--- config.mk ---
export PLATFORM = sky130hd
export DESIGN_NAME = selective_repeat_receiver_window_core_flat
export DESIGN_NICKNAME = d
export VERILOG_FILES = /design/src/sv/srrw_pkg.sv /design/src/sv/srrw_if.sv /design/src/sv/srrw_window.sv /design/src/sv/selective_repeat_receiver_window_core.sv /design/src/flat_wrapper.sv
export VERILOG_INCLUDE_DIRS = /design/src /design/src/sv
export SDC_FILE = /design/constraint.sdc
export NUM_CORES = 1
export LEC_CHECK = 0
export BUFFER_PORTS_ARGS = -buffer_cell sky130_fd_sc_hd__buf_2
export CORE_MARGIN = 3
export CORE_UTILIZATION = 30
export CTS_BUF_LIST = sky130_fd_sc_hd__clkbuf_8
export DETAILED_ROUTE_END_ITERATION = 8
export PLACE_DENSITY = 0.47
export SYNTH_ARGS = -nofsm -noshare
export SYNTH_HDL_FRONTEND = slang
export SYNTH_SLANG_ARGS = --single-unit
--- constraint.sdc ---
create_clock -name clock -period 5.7 [get_ports clock]
set_input_delay 0.285 -clock clock [delete_from_list [all_inputs] [get_ports clock]]
set_output_delay 0.285 -clock clock [all_outputs]
set_load 0.05 [all_outputs]
--- src/sv/assert_macros.svh ---
// Assertion macros shared by the receiver window RTL.
`ifndef ASSERT_MACROS_SVH
`define ASSERT_MACROS_SVH
`ifndef SYNTHESIS
// Check a property on the rising clock edge, ignored while reset is high.
`define SRRW_ASSERT(label, clk, rst, prop, msg) \
   label: assert property (@(posedge clk) disable iff (rst) prop) else $error(msg);
// Check a property on the rising clock edge, also during reset.
`define SRRW_ASSERT_ALWAYS(label, clk, prop, msg) \
   label: assert property (@(posedge clk) prop) else $error(msg);
`else
`define SRRW_ASSERT(label, clk, rst, prop, msg)
`define SRRW_ASSERT_ALWAYS(label, clk, prop, msg)
`endif
`endif

--- src/sv/srrw_pkg.sv ---
// Shared types and constants of the selective repeat receiver window.
package srrw_pkg;

   localparam int MAX_WINDOW = 32;
   localparam int WIN_LIMIT  = (MAX_WINDOW < 32) ? MAX_WINDOW : 32;
   localparam int SEQ_W      = 32;
   localparam int MAP_W      = 32;
   localparam int MAP_IDX_W  = $clog2(MAP_W);
   localparam int WSIZE_W    = 6;

   localparam logic [WSIZE_W-1:0] WSIZE_RESET = WSIZE_W'(8);
   localparam logic [SEQ_W-1:0]   BASE_RESET  = SEQ_W'(1);

   typedef enum logic [1:0] {
      ST_IDLE,
      ST_MARK,
      ST_SLIDE,
      ST_EMIT
   } srrw_state_type;

   // Packet header handed to the window unit.
   typedef struct packed {
      logic             start;
      logic [SEQ_W-1:0] seq;
      logic             last;
   } srrw_cmd_type;

   // Acknowledgement handed back by the window unit.
   typedef struct packed {
      logic             valid;
      logic [SEQ_W-1:0] base;
      logic [MAP_W-1:0] bitmap;
      logic             store;
      logic             done;
   } srrw_res_type;

   // Clamp the programmed window size to 1 .. WIN_LIMIT.
   function automatic logic [WSIZE_W-1:0] eff_window(input logic [WSIZE_W-1:0] wsize);
      logic [WSIZE_W-1:0] w;
      w = wsize;
      if (w == '0) begin
         w = WSIZE_W'(1);
      end
      if (w > WSIZE_W'(WIN_LIMIT)) begin
         w = WSIZE_W'(WIN_LIMIT);
      end
      return w;
   endfunction

endpackage

--- src/sv/srrw_if.sv ---
// Channel interfaces of the receiver window: packet header, acknowledgement, control write.
interface srrw_req_if;
   logic                       valid;
   logic                       ready;
   logic [srrw_pkg::SEQ_W-1:0] sequence_number;
   logic                       is_final;

   modport source (output valid, output sequence_number, output is_final, input ready);
   modport sink   (input valid, input sequence_number, input is_final, output ready);
endinterface

interface srrw_rsp_if;
   logic                       valid;
   logic                       ready;
   logic [srrw_pkg::SEQ_W-1:0] ack_base;
   logic [srrw_pkg::MAP_W-1:0] ack_bitmap;
   logic                       store_payload;
   logic                       transfer_done;

   modport source (output valid, output ack_base, output ack_bitmap, output store_payload,
                   output transfer_done, input ready);
   modport sink   (input valid, input ack_base, input ack_bitmap, input store_payload,
                   input transfer_done, output ready);
endinterface

interface srrw_csr_if;
   logic                         valid;
   logic                         ready;
   logic [srrw_pkg::WSIZE_W-1:0] data;

   modport source (output valid, output data, input ready);
   modport sink   (input valid, input data, output ready);
endinterface

--- src/sv/srrw_window.sv ---
// Window state and sequencer: marks a packet, then slides the base one place a cycle.
`include "assert_macros.svh"

module srrw_window (
   input  logic                           clock,
   input  logic                           reset,
   input  srrw_pkg::srrw_cmd_type         cmd,
   input  logic [srrw_pkg::WSIZE_W-1:0]   window,
   input  logic                           res_take,
   output logic                           idle,
   output srrw_pkg::srrw_res_type         res
);

   srrw_pkg::srrw_state_type       state_ff, state_in;
   logic [srrw_pkg::SEQ_W-1:0]     seq_ff;
   logic [srrw_pkg::SEQ_W-1:0]     base_ff;
   logic [srrw_pkg::MAP_W-1:0]     bitmap_ff;
   logic [srrw_pkg::SEQ_W-1:0]     final_seq_ff;
   logic                           final_known_ff;
   logic                           store_ff;
   logic [srrw_pkg::SEQ_W-1:0]     offset;
   logic                           in_win;

   // Offset of the packet from the base, modulo 2^32, and window test
   assign offset = seq_ff - base_ff;
   assign in_win = (offset[srrw_pkg::SEQ_W-1:srrw_pkg::WSIZE_W] == '0) &&
                   (offset[srrw_pkg::WSIZE_W-1:0] < window);

   // Next state
   always_comb begin
      state_in = state_ff;
      unique case (state_ff)
         srrw_pkg::ST_IDLE: begin
            if (cmd.start) begin
               state_in = srrw_pkg::ST_MARK;
            end
         end
         srrw_pkg::ST_MARK: begin
            if (in_win && (offset == '0)) begin
               state_in = srrw_pkg::ST_SLIDE;
            end else begin
               state_in = srrw_pkg::ST_EMIT;
            end
         end
         srrw_pkg::ST_SLIDE: begin
            if (!bitmap_ff[0]) begin
               state_in = srrw_pkg::ST_EMIT;
            end
         end
         srrw_pkg::ST_EMIT: begin
            if (res_take) begin
               state_in = srrw_pkg::ST_IDLE;
            end
         end
         default: state_in = srrw_pkg::ST_IDLE;
      endcase
   end

   // Outputs
   always_comb begin
      idle       = (state_ff == srrw_pkg::ST_IDLE);
      res.valid  = (state_ff == srrw_pkg::ST_EMIT);
      res.base   = base_ff;
      res.bitmap = bitmap_ff;
      res.store  = store_ff;
      res.done   = final_known_ff && (base_ff == final_seq_ff + srrw_pkg::SEQ_W'(1));
   end

   // State register
   always_ff @(posedge clock) begin
      if (reset) begin
         state_ff <= srrw_pkg::ST_IDLE;
      end else begin
         state_ff <= state_in;
      end
   end

   // Window state: capture, mark, and shift one place per cycle
   always_ff @(posedge clock) begin
      if (reset) begin
         base_ff        <= srrw_pkg::BASE_RESET;
         bitmap_ff      <= '0;
         final_seq_ff   <= '0;
         final_known_ff <= 1'b0;
         store_ff       <= 1'b0;
      end else begin
         unique case (state_ff)
            srrw_pkg::ST_IDLE: begin
               if (cmd.start) begin
                  seq_ff   <= cmd.seq;
                  store_ff <= 1'b0;
                  if (cmd.last) begin
                     final_seq_ff   <= cmd.seq;
                     final_known_ff <= 1'b1;
                  end
               end
            end
            srrw_pkg::ST_MARK: begin
               if (in_win) begin
                  store_ff  <= 1'b1;
                  bitmap_ff <= bitmap_ff |
                               (srrw_pkg::MAP_W'(1) << offset[srrw_pkg::MAP_IDX_W-1:0]);
               end
            end
            srrw_pkg::ST_SLIDE: begin
               if (bitmap_ff[0]) begin
                  bitmap_ff <= bitmap_ff >> 1;
                  base_ff   <= base_ff + srrw_pkg::SEQ_W'(1);
               end
            end
            srrw_pkg::ST_EMIT: begin
            end
            default: begin
            end
         endcase
      end
   end

   `SRRW_ASSERT_ALWAYS(a_reset_window, clock, reset |=> (base_ff == srrw_pkg::BASE_RESET) && (bitmap_ff == '0) && !final_known_ff, "window not cleared by reset")
   `SRRW_ASSERT(a_slide_step, clock, reset, (state_ff == srrw_pkg::ST_SLIDE) && bitmap_ff[0] |=> base_ff == $past(base_ff) + srrw_pkg::SEQ_W'(1), "base did not advance on slide")
   `SRRW_ASSERT(a_slide_exit, clock, reset, (state_ff == srrw_pkg::ST_SLIDE) && !bitmap_ff[0] |=> (state_ff == srrw_pkg::ST_EMIT) && !bitmap_ff[0], "slide left with base packet marked")
   `SRRW_ASSERT(a_outside_hold, clock, reset, (state_ff == srrw_pkg::ST_MARK) && !in_win |=> $stable(base_ff) && $stable(bitmap_ff) && !store_ff, "window changed by packet outside it")

endmodule

--- src/sv/selective_repeat_receiver_window_core.sv ---
// Selective repeat receiver window: an accepted item passes the window unit states MARK,
// SLIDE (when the base slides past k packets, k up to 32) and EMIT, then its ack is registered.
// One item at a time: a new item is taken only once the window unit is idle again, which
// waits while the acknowledgement register is full and not being taken.
// The acknowledgement register lets the next item start while a result still waits.
// Synchronous active-high reset: base 1, bitmap clear, no final packet, window size 8.
`include "assert_macros.svh"

module selective_repeat_receiver_window_core (
   input  logic        clock,
   input  logic        reset,
   srrw_req_if.sink    req_ch,
   srrw_rsp_if.source  rsp_ch,
   srrw_csr_if.sink    csr_ch
);

   logic [srrw_pkg::WSIZE_W-1:0] wsize_ff;
   logic                         rsp_valid_ff;
   logic [srrw_pkg::SEQ_W-1:0]   rsp_base_ff;
   logic [srrw_pkg::MAP_W-1:0]   rsp_bitmap_ff;
   logic                         rsp_store_ff;
   logic                         rsp_done_ff;
   logic                         idle;
   logic                         res_take;
   srrw_pkg::srrw_cmd_type       cmd;
   srrw_pkg::srrw_res_type       res;

   // Control register write, always taken
   assign csr_ch.ready = 1'b1;

   always_ff @(posedge clock) begin
      if (reset) begin
         wsize_ff <= srrw_pkg::WSIZE_RESET;
      end else if (csr_ch.valid) begin
         wsize_ff <= csr_ch.data;
      end
   end

   // Hand accepted items to the window unit
   assign req_ch.ready = idle;
   assign cmd.start    = req_ch.valid && idle;
   assign cmd.seq      = req_ch.sequence_number;
   assign cmd.last     = req_ch.is_final;

   srrw_window u_window (
      .clock    (clock),
      .reset    (reset),
      .cmd      (cmd),
      .window   (srrw_pkg::eff_window(wsize_ff)),
      .res_take (res_take),
      .idle     (idle),
      .res      (res)
   );

   // Acknowledgement register: load when empty or being drained
   assign res_take = !rsp_valid_ff || rsp_ch.ready;

   always_ff @(posedge clock) begin
      if (reset) begin
         rsp_valid_ff <= 1'b0;
      end else if (res_take) begin
         rsp_valid_ff <= res.valid;
      end
   end

   always_ff @(posedge clock) begin
      if (res_take && res.valid) begin
         rsp_base_ff   <= res.base;
         rsp_bitmap_ff <= res.bitmap;
         rsp_store_ff  <= res.store;
         rsp_done_ff   <= res.done;
      end
   end

   assign rsp_ch.valid         = rsp_valid_ff;
   assign rsp_ch.ack_base      = rsp_base_ff;
   assign rsp_ch.ack_bitmap    = rsp_bitmap_ff;
   assign rsp_ch.store_payload = rsp_store_ff;
   assign rsp_ch.transfer_done = rsp_done_ff;

   `SRRW_ASSERT(a_rsp_hold, clock, reset,
      rsp_valid_ff && !rsp_ch.ready |=>
         rsp_valid_ff && $stable(rsp_base_ff) && $stable(rsp_bitmap_ff),
      "acknowledgement dropped while stalled")
   `SRRW_ASSERT(a_busy_no_accept, clock, reset,
      req_ch.valid && req_ch.ready |=> !req_ch.ready,
      "item accepted while window unit busy")
   `SRRW_ASSERT(a_result_loaded, clock, reset,
      res.valid && res_take |=> rsp_valid_ff && req_ch.ready,
      "finished item not moved to acknowledgement register")

endmodule
--- src/flat_wrapper.sv ---
// flat-port wrapper written by rule: the top's interface ports become plain ports
module selective_repeat_receiver_window_core_flat 
  (clock, reset, req_ch_valid, req_ch_sequence_number, req_ch_is_final, req_ch_ready, rsp_ch_valid, rsp_ch_ack_base, rsp_ch_ack_bitmap, rsp_ch_store_payload, rsp_ch_transfer_done, rsp_ch_ready, csr_ch_valid, csr_ch_data, csr_ch_ready);
  srrw_req_if req_ch_i ();
  srrw_rsp_if rsp_ch_i ();
  srrw_csr_if csr_ch_i ();
  input  logic clock;
  input  logic reset;
  input wire logic [$bits(req_ch_i.valid)-1:0] req_ch_valid;
  input wire logic [$bits(req_ch_i.sequence_number)-1:0] req_ch_sequence_number;
  input wire logic [$bits(req_ch_i.is_final)-1:0] req_ch_is_final;
  output wire logic [$bits(req_ch_i.ready)-1:0] req_ch_ready;
  output wire logic [$bits(rsp_ch_i.valid)-1:0] rsp_ch_valid;
  output wire logic [$bits(rsp_ch_i.ack_base)-1:0] rsp_ch_ack_base;
  output wire logic [$bits(rsp_ch_i.ack_bitmap)-1:0] rsp_ch_ack_bitmap;
  output wire logic [$bits(rsp_ch_i.store_payload)-1:0] rsp_ch_store_payload;
  output wire logic [$bits(rsp_ch_i.transfer_done)-1:0] rsp_ch_transfer_done;
  input wire logic [$bits(rsp_ch_i.ready)-1:0] rsp_ch_ready;
  input wire logic [$bits(csr_ch_i.valid)-1:0] csr_ch_valid;
  input wire logic [$bits(csr_ch_i.data)-1:0] csr_ch_data;
  output wire logic [$bits(csr_ch_i.ready)-1:0] csr_ch_ready;
  assign req_ch_i.valid = req_ch_valid;
  assign req_ch_i.sequence_number = req_ch_sequence_number;
  assign req_ch_i.is_final = req_ch_is_final;
  assign req_ch_ready = req_ch_i.ready;
  assign rsp_ch_valid = rsp_ch_i.valid;
  assign rsp_ch_ack_base = rsp_ch_i.ack_base;
  assign rsp_ch_ack_bitmap = rsp_ch_i.ack_bitmap;
  assign rsp_ch_store_payload = rsp_ch_i.store_payload;
  assign rsp_ch_transfer_done = rsp_ch_i.transfer_done;
  assign rsp_ch_i.ready = rsp_ch_ready;
  assign csr_ch_i.valid = csr_ch_valid;
  assign csr_ch_i.data = csr_ch_data;
  assign csr_ch_ready = csr_ch_i.ready;
  selective_repeat_receiver_window_core u_core (.clock(clock), .reset(reset), .req_ch(req_ch_i), .rsp_ch(rsp_ch_i), .csr_ch(csr_ch_i));
endmodule
### After elaboration in Yosys (flattened, before gate mapping)

Cells that the tools add are included.

* flip-flop bits (word level): 205
* bits in latches: 0
* memory bits (writable): 0
* ROM bits: 0
* input bits: 44
* output and inout port bits: 69
* word-level logic and storage cells: 64
* memories: 0

* $add $sub $neg: 3
* multipliers: 0
* divide/modulo/power cells: 0
* $lt $le $gt $ge: 2
* equality and inequality tests: 9
* shift operators: 1
* multiplexer cells: 13
* bitwise logic cells: 2
* reductions and logical operators: 20

Operators by type and width (number)
* adder 32 x 1 -> 32 bit (second input constant): 2
* two-way mux 32 bit: 2
* case mux 32 bit (2 select lines): 1
* == test 32 bit: 1
* zero test 32 bit: 1
* bitwise OR 32 bit: 1
* left shift 1 x 5 -> 32 bit (first input constant): 1
* subtractor 32 bit: 1
* zero test 26 bit: 1
* AND reduction 3 bit: 5
* two-way mux 6 bit: 2
* inequality test 2 bit (second input constant): 4
* case mux 2 bit (4 select lines): 1
* > comparator 6 bit (second input constant): 1
* zero test 6 bit: 1
* less-than comparator 6 bit: 1
* two-way mux 2 bit: 3
* logical AND 1 bit: 5
* == test 2 bit (second input constant): 2
* AND reduction 2 bit: 2
* nonzero test 2 bit: 2
* two-way mux 1 bit: 3
* == test 2 x 1 -> 1 bit (second input constant): 1
* zero test 2 bit: 1
* 5 further kinds: 5

### Depth between registers and ports, before layout

* depth in word-level cells: 9
* gate-level depth with buffers: 20
* mapped depth without buffers: 19

### Hierarchy

A second synthesis with hierarchy kept.

* cell total of the unflattened synthesis: 1304
* area, all modules: 11606.1 µm²

By module, submodules not included
* srrw_window: times used 1, cells each 1203, area each 9311.4 µm², seq. area each 2962.8 µm²
* selective_repeat_receiver_window_core: times used 1, cells each 101, area each 2294.7 µm², seq. area each 2122.0 µm²

### Worst setup path before layout

Ideal clock, no wire load.

* path kind: register to register
* start point: register u_core.u_window.base_ff[0] in the netlist's numbering
* end point: register u_core.u_window.bitmap_ff[25] in the netlist's numbering
* setup time: 116 ps
* arrival: 4468 ps
* slack: 1116 ps
* cell stages (with the launch flop): 20
* path buffers: 1
* clock period less this slack: 4584 ps
* cells stage by stage: dfxtp_1 -> ha_1 -> inv_1 -> fa_1 -> a21o_2 -> a21oi_1 -> xnor2_1 -> inv_1 -> ha_1 -> and2_1 -> a2111oi_0 -> o221ai_1 -> nor4_1 -> o2111ai_1 -> or4_4 -> nor4_4 -> and3_4 -> buf_8 -> o21ai_2 -> a31o_1

* word-level cells in the longest chain between the ends: 5
* elaborated cells on any way between the ends: 10

Ends and longest elaborated chain
* start, declared: RTL line srrw_window.sv:16 `logic [srrw_pkg::SEQ_W-1:0] base_ff;`
* start signal, assigned: RTL line srrw_window.sv:81 `base_ff <= srrw_pkg::BASE_RESET;`
* start signal, assigned: RTL line srrw_window.sv:108 `base_ff <= base_ff + srrw_pkg::SEQ_W'(1);`
* subtractor 32 bit *: RTL line srrw_window.sv:25 `assign offset = seq_ff - base_ff;`
* less-than comparator 6 bit, or another cell as far along: RTL line srrw_window.sv:27 `(offset[srrw_pkg::WSIZE_W-1:0] < window);`
* logical AND 1 bit / bitwise OR 32 bit (equally long branches): RTL line srrw_window.sv:26, srrw_window.sv:101
* inequality test 2 bit (no source line) / two-way mux 32 bit (equally long branches)
* AND reduction 3 bit (no source line) / case mux 32 bit (2 select lines) (equally long branches)
* end signal, assigned: RTL line srrw_window.sv:101 `bitmap_ff <= bitmap_ff |`
* end signal, assigned: RTL line srrw_window.sv:107 `bitmap_ff <= bitmap_ff >> 1;`
* end, declared: RTL line srrw_window.sv:17 `logic [srrw_pkg::MAP_W-1:0] bitmap_ff;`

Mark *: on every way between the ends. The rest lies on a longest branch, timed or not. The select of a mux whose other input is x is not followed.
A chain may end at the register's enable or synchronous reset.

### Final worst setup path

* start point: register u_core.u_window.seq_ff[0] in the netlist's numbering
* end point: register u_core.u_window.bitmap_ff[8] in the netlist's numbering

* word-level cells in the longest chain between the ends: 5
* elaborated cells on any way between the ends: 10

Ends and longest elaborated chain
* start, declared: RTL line srrw_window.sv:15 `logic [srrw_pkg::SEQ_W-1:0] seq_ff;`
* start signal, assigned: RTL line srrw_window.sv:90 `seq_ff <= cmd.seq;`
* subtractor 32 bit *: RTL line srrw_window.sv:25
* less-than comparator 6 bit, or another cell as far along: RTL line srrw_window.sv:27
* logical AND 1 bit / bitwise OR 32 bit (equally long branches): RTL line srrw_window.sv:26, srrw_window.sv:101
* inequality test 2 bit (no source line) / two-way mux 32 bit (equally long branches)
* AND reduction 3 bit (no source line) / case mux 32 bit (2 select lines) (equally long branches)

Marked as above.

==> reports/metrics.yaml <==
cells_and_area:
  fillers: 4079
  area_growth_pct: 16.7
  finalNetCount: 1523
  multi_input_area_sq_um: 6240
  final-seq-area_sq_um: 5080
  drive_gt1_frac: 0.158
  antenna_cells: 0
grt:
  grt_overflow: 0
  track_usage: 0.172
  grt_pass1_wl_um: 57400
  grt_pass1_vias: 9996
  antenna_found_initial: 0
  grt_max_degree: 75
synthesis:
  synth_common_cells: "nor2_1 (153), nand2_1 (128), dfxtp_1 (107)"
  syn_area_per_cell_sq_um: 9.11
  netlist_area_sq_um: 11900
  synth-edff-count: 98
  async_reset_ff_frac: 0
  ys_types: 92
  yosys_warnings: 0
  seq_area_frac_synth: 0.426
  synth_area_leaders: "edfxtp_1 (25%), dfxtp_1 (18%), xnor2_1 (5.1%), nor2_1 (4.8%), ha_1 (4.4%)"
  yosysTopAreaCell: "edfxtp_1"
  synth_most_common_cell: "nor2_1"
  synthFlopType: "dfxtp_1"
  postSynthCellCount: 1310
  yosysTopAreaCellShare: 0.246
  ys_ff_latch: 205
  synthesis.nets: 1397
worst_setup_path:
  start_kind: "register"
  setup.worst_path.end_class: "register"
  critical_path.max_fanout: 15
  critPathMaxStageDelay_ns: 0.54
  crit_required_ns: 6.14
  worstPathArrival_ns: 5.79
  worst-setup-path-type: "register to register"
  path_cells: "inv_1 -> ha_1 -> inv_1 -> fa_1 -> a21o_2 -> a21oi_1 -> xnor2_1 -> inv_1 -> ha_1 -> and2_1 -> a2111oi_1 -> o221ai_1 -> nor4_1 -> o2111ai_1 -> or4_4 -> nor4_4 -> and3_4 -> o21ai_1 -> a31o_1"
  crit_top_cell: "inv_1"
  slowest_stage: "or4_4"
floorplanning:
  rows: 72
  ioPinCount: 113
  die_area_sq_um: 42200
  start_util: 0.306
  coreArea_sq_um: 39000
  fp.dieW_um: 205
  dieHeight_um: 205
clocking:
  cts_buffers: 39
  cts_setup_buffers: 0
  htree_levels: 2
  cts_buffer_depth: 3
  clkTransAtPathRegs_ns: 0.06
  clkSinkCount: 205
  clock-root-buffer: "clkbuf_8"
  cts_tree: "yes"
  worstSkewPairLatency_ns: 0.57
placed_design:
  place_congestion: 0.872
  dpl.hpwl_um: 25700
  portBuffers: 111
sta:
  maxSlewViolCount: 0
  hold_ws_ns: 0.112
  max_freq_ghz: 0.187
  rsz0062_at_grt: "false"
  final_hold_viol_count: 0
  fin_crit_ns: 5.35
  skew_ns: 0.0328
  setup_violations: 0
  slew-limit-headroom: 0.160
  worst_pin_slew_ns: 1.25
  setup-tns-final_ns: 0
  period_share: 0.938
power:
  vdd_ir_drop_max_v: 0.000140
  p_per_area_nw_per_um2: 366
  leakagePower_nw: 5.05
route:
  totalWireLength_um: 36900
  viasPerCell: 5.21
  num_vias: 10300
  drt-pass1-iter-count: 7
  drc: 0
  wl_per_cell_um: 18.6
  drt_iter0_markers: 582
  ant_nets: 0
status:
  status: "completed"
worst_hold_path:
  hold_path_class: "primary input to register"
job:
  drv_cap: 0
-- through the flow --
step / utilization / worst slack, ns / instance area (sq um) / power (mW) / instances
finish: 0.357 / 0.354 / 13900 / 5.10 / 1983
global route: 0.357 / 0.0305 / 13900 / 5.43 / 1983
CTS: 0.356 / 0.256 / 13900 / 5.16 / 1982
detailed placement: 0.328 / 0.308 / 12800 / 3.74 / 1874
global placement: 0.328 / 0.533 / 12800 / 3.72 / 1874
floorplan: - / 1.12 / 11900 / 3.29 / 1310
-- flip-flops by register name (all words and copies together) (netlist names) --
register and flops:
u_core.u_window.base_ff 32, u_core.u_window.seq_ff 32, u_core.u_window.final_known_ff 1, u_core.rsp_ch.ack_bitmap 32
u_core.rsp_ch.ack_base 32, u_core.rsp_ch.store_payload 1, u_core.u_window.final_seq_ff 32, u_core.wsize_ff 6
u_core.rsp_ch.valid 1, u_core.rsp_ch.transfer_done 1, u_core.u_window.store_ff 1, u_core.u_window.state_ff 2
u_core.u_window.bitmap_ff 32
-- where the power goes --
part	leakage, nW	internal, mW	switching [mW]
clock	0.420	0.721	0.647
sequential	1.78	1.83	0.232
combinational	2.85	0.576	1.10
total	5.05	3.13	1.97
-- per-layer routing --
metal | wire [um] | global-route usage | up-vias
li1 | - | - | 5084
met1 | 16900 | 0.227 | 4963
met2 | 17600 | 0.290 | 224
met3 | 1530 | 0.0274 | 56
met4 | 848 | 0.0493 | 0
met5 | 0 | 0 | -
-- layout make-up --
class                           instances  area share
Tap cell                              518      0.0465
Clock buffer                           45      0.0444
Multi-Input combinational cell        978       0.448
Inverter                               49      0.0132
Sequential cell                       205       0.365
Timing Repair Buffer                  163      0.0749
Clock inverter                         25     0.00808
-- worst max-delay path: cells and delay by family, from the launching register on --
kind / cells / cell delay, ns
and+or+nand+nor: 5 / 1.81
DFF: 1 / 0.36
xor gates and xnor gates: 1 / 0.25
adders and majority gates: 3 / 0.87
buffers and inverters: 3 / 0.28
AOI/OAI and AO/OA: 7 / 1.62
-- final timing paths --
path	cells past startpoint	slack [ns]	from	end
setup / recovery	19	0.35	u_core.u_window.seq_ff[0]$_DFFE_PP_	u_core.u_window.bitmap_ff[8]$_SDFFE_PP0P_
hold / removal	3	0.11	csr_ch_valid	u_core.wsize_ff[3]$_SDFFE_PP1P_
setup reg to reg	19	0.35	u_core.u_window.seq_ff[0]$_DFFE_PP_	u_core.u_window.bitmap_ff[8]$_SDFFE_PP0P_
hold reg to reg	2	0.47	u_core.u_window.final_seq_ff[31]$_SDFFE_PP0P_	u_core.u_window.final_seq_ff[31]$_SDFFE_PP0P_
-- cell families (layout without fill, tap and decap cells) --
family	after synthesis	count (layout)	synth area share
compound gates	321	321	0.191
xor+xnor	86	86	0.0631
simple gates	519	520	0.211
fa+ha+maj	43	43	0.0457
flops	205	205	0.426
mux	7	7	0.00587
other cells	1	1	0.000314
buf+inv	128	282	0.0566
-- timing repair --
| action | 4_1_cts | 5_1_grt |
|---|---|---|
| hold buffers | 38 | 0 |
| gates resized for setup | 0 | 5 |
| setup endpoints to repair | 0 | 31 |
| hold endpoints to repair | 70 | 0 |
-- layout by cell type, fill, tap and decap left out, types with 4 or more instances in the layout --
| cell | netlist | layout |
|---|---|---|
| o2111ai_1 | 9 | 9 |
| inv_1 | 49 | 61 |
| clkbuf_8 | 10 | 45 |
| o211a_1 | 4 | 4 |
| o21ai_0 | 34 | 34 |
| clkinv_1 | 0 | 5 |
| a211oi_1 | 38 | 38 |
| buf_4 | 4 | 15 |
| dfxtp_1 | 107 | 107 |
| o21ai_2 | 9 | 9 |
| or3_1 | 6 | 6 |
| and3_1 | 14 | 14 |
| nor2_1 | 153 | 152 |
| a2bb2oi_1 | 26 | 26 |
| xnor2_1 | 69 | 69 |
| or2_2 | 4 | 4 |
| o21ai_1 | 16 | 16 |
| edfxtp_1 | 98 | 98 |
| a31o_1 | 29 | 29 |
| dlygate4sd3_1 | 0 | 38 |
| a21oi_1 | 77 | 77 |
| nor4_1 | 41 | 41 |
| clkinv_2 | 0 | 5 |
| a31oi_1 | 12 | 12 |
| nand3b_1 | 4 | 4 |
| nand2b_1 | 7 | 7 |
| o21a_1 | 7 | 7 |
| nand3_1 | 61 | 60 |
| a2bb2oi_2 | 6 | 6 |
| nor3_1 | 27 | 27 |
| a21o_1 | 8 | 8 |
| buf_2 | 8 | 110 |
| o211ai_1 | 6 | 6 |
| mux2i_1 | 7 | 7 |
| nor2b_1 | 10 | 9 |
| ha_1 | 42 | 41 |
| and2_1 | 8 | 8 |
| nand4_1 | 27 | 27 |
| xor2_1 | 17 | 17 |
| nand2_1 | 128 | 128 |
(Power assumes the default switching activity.)
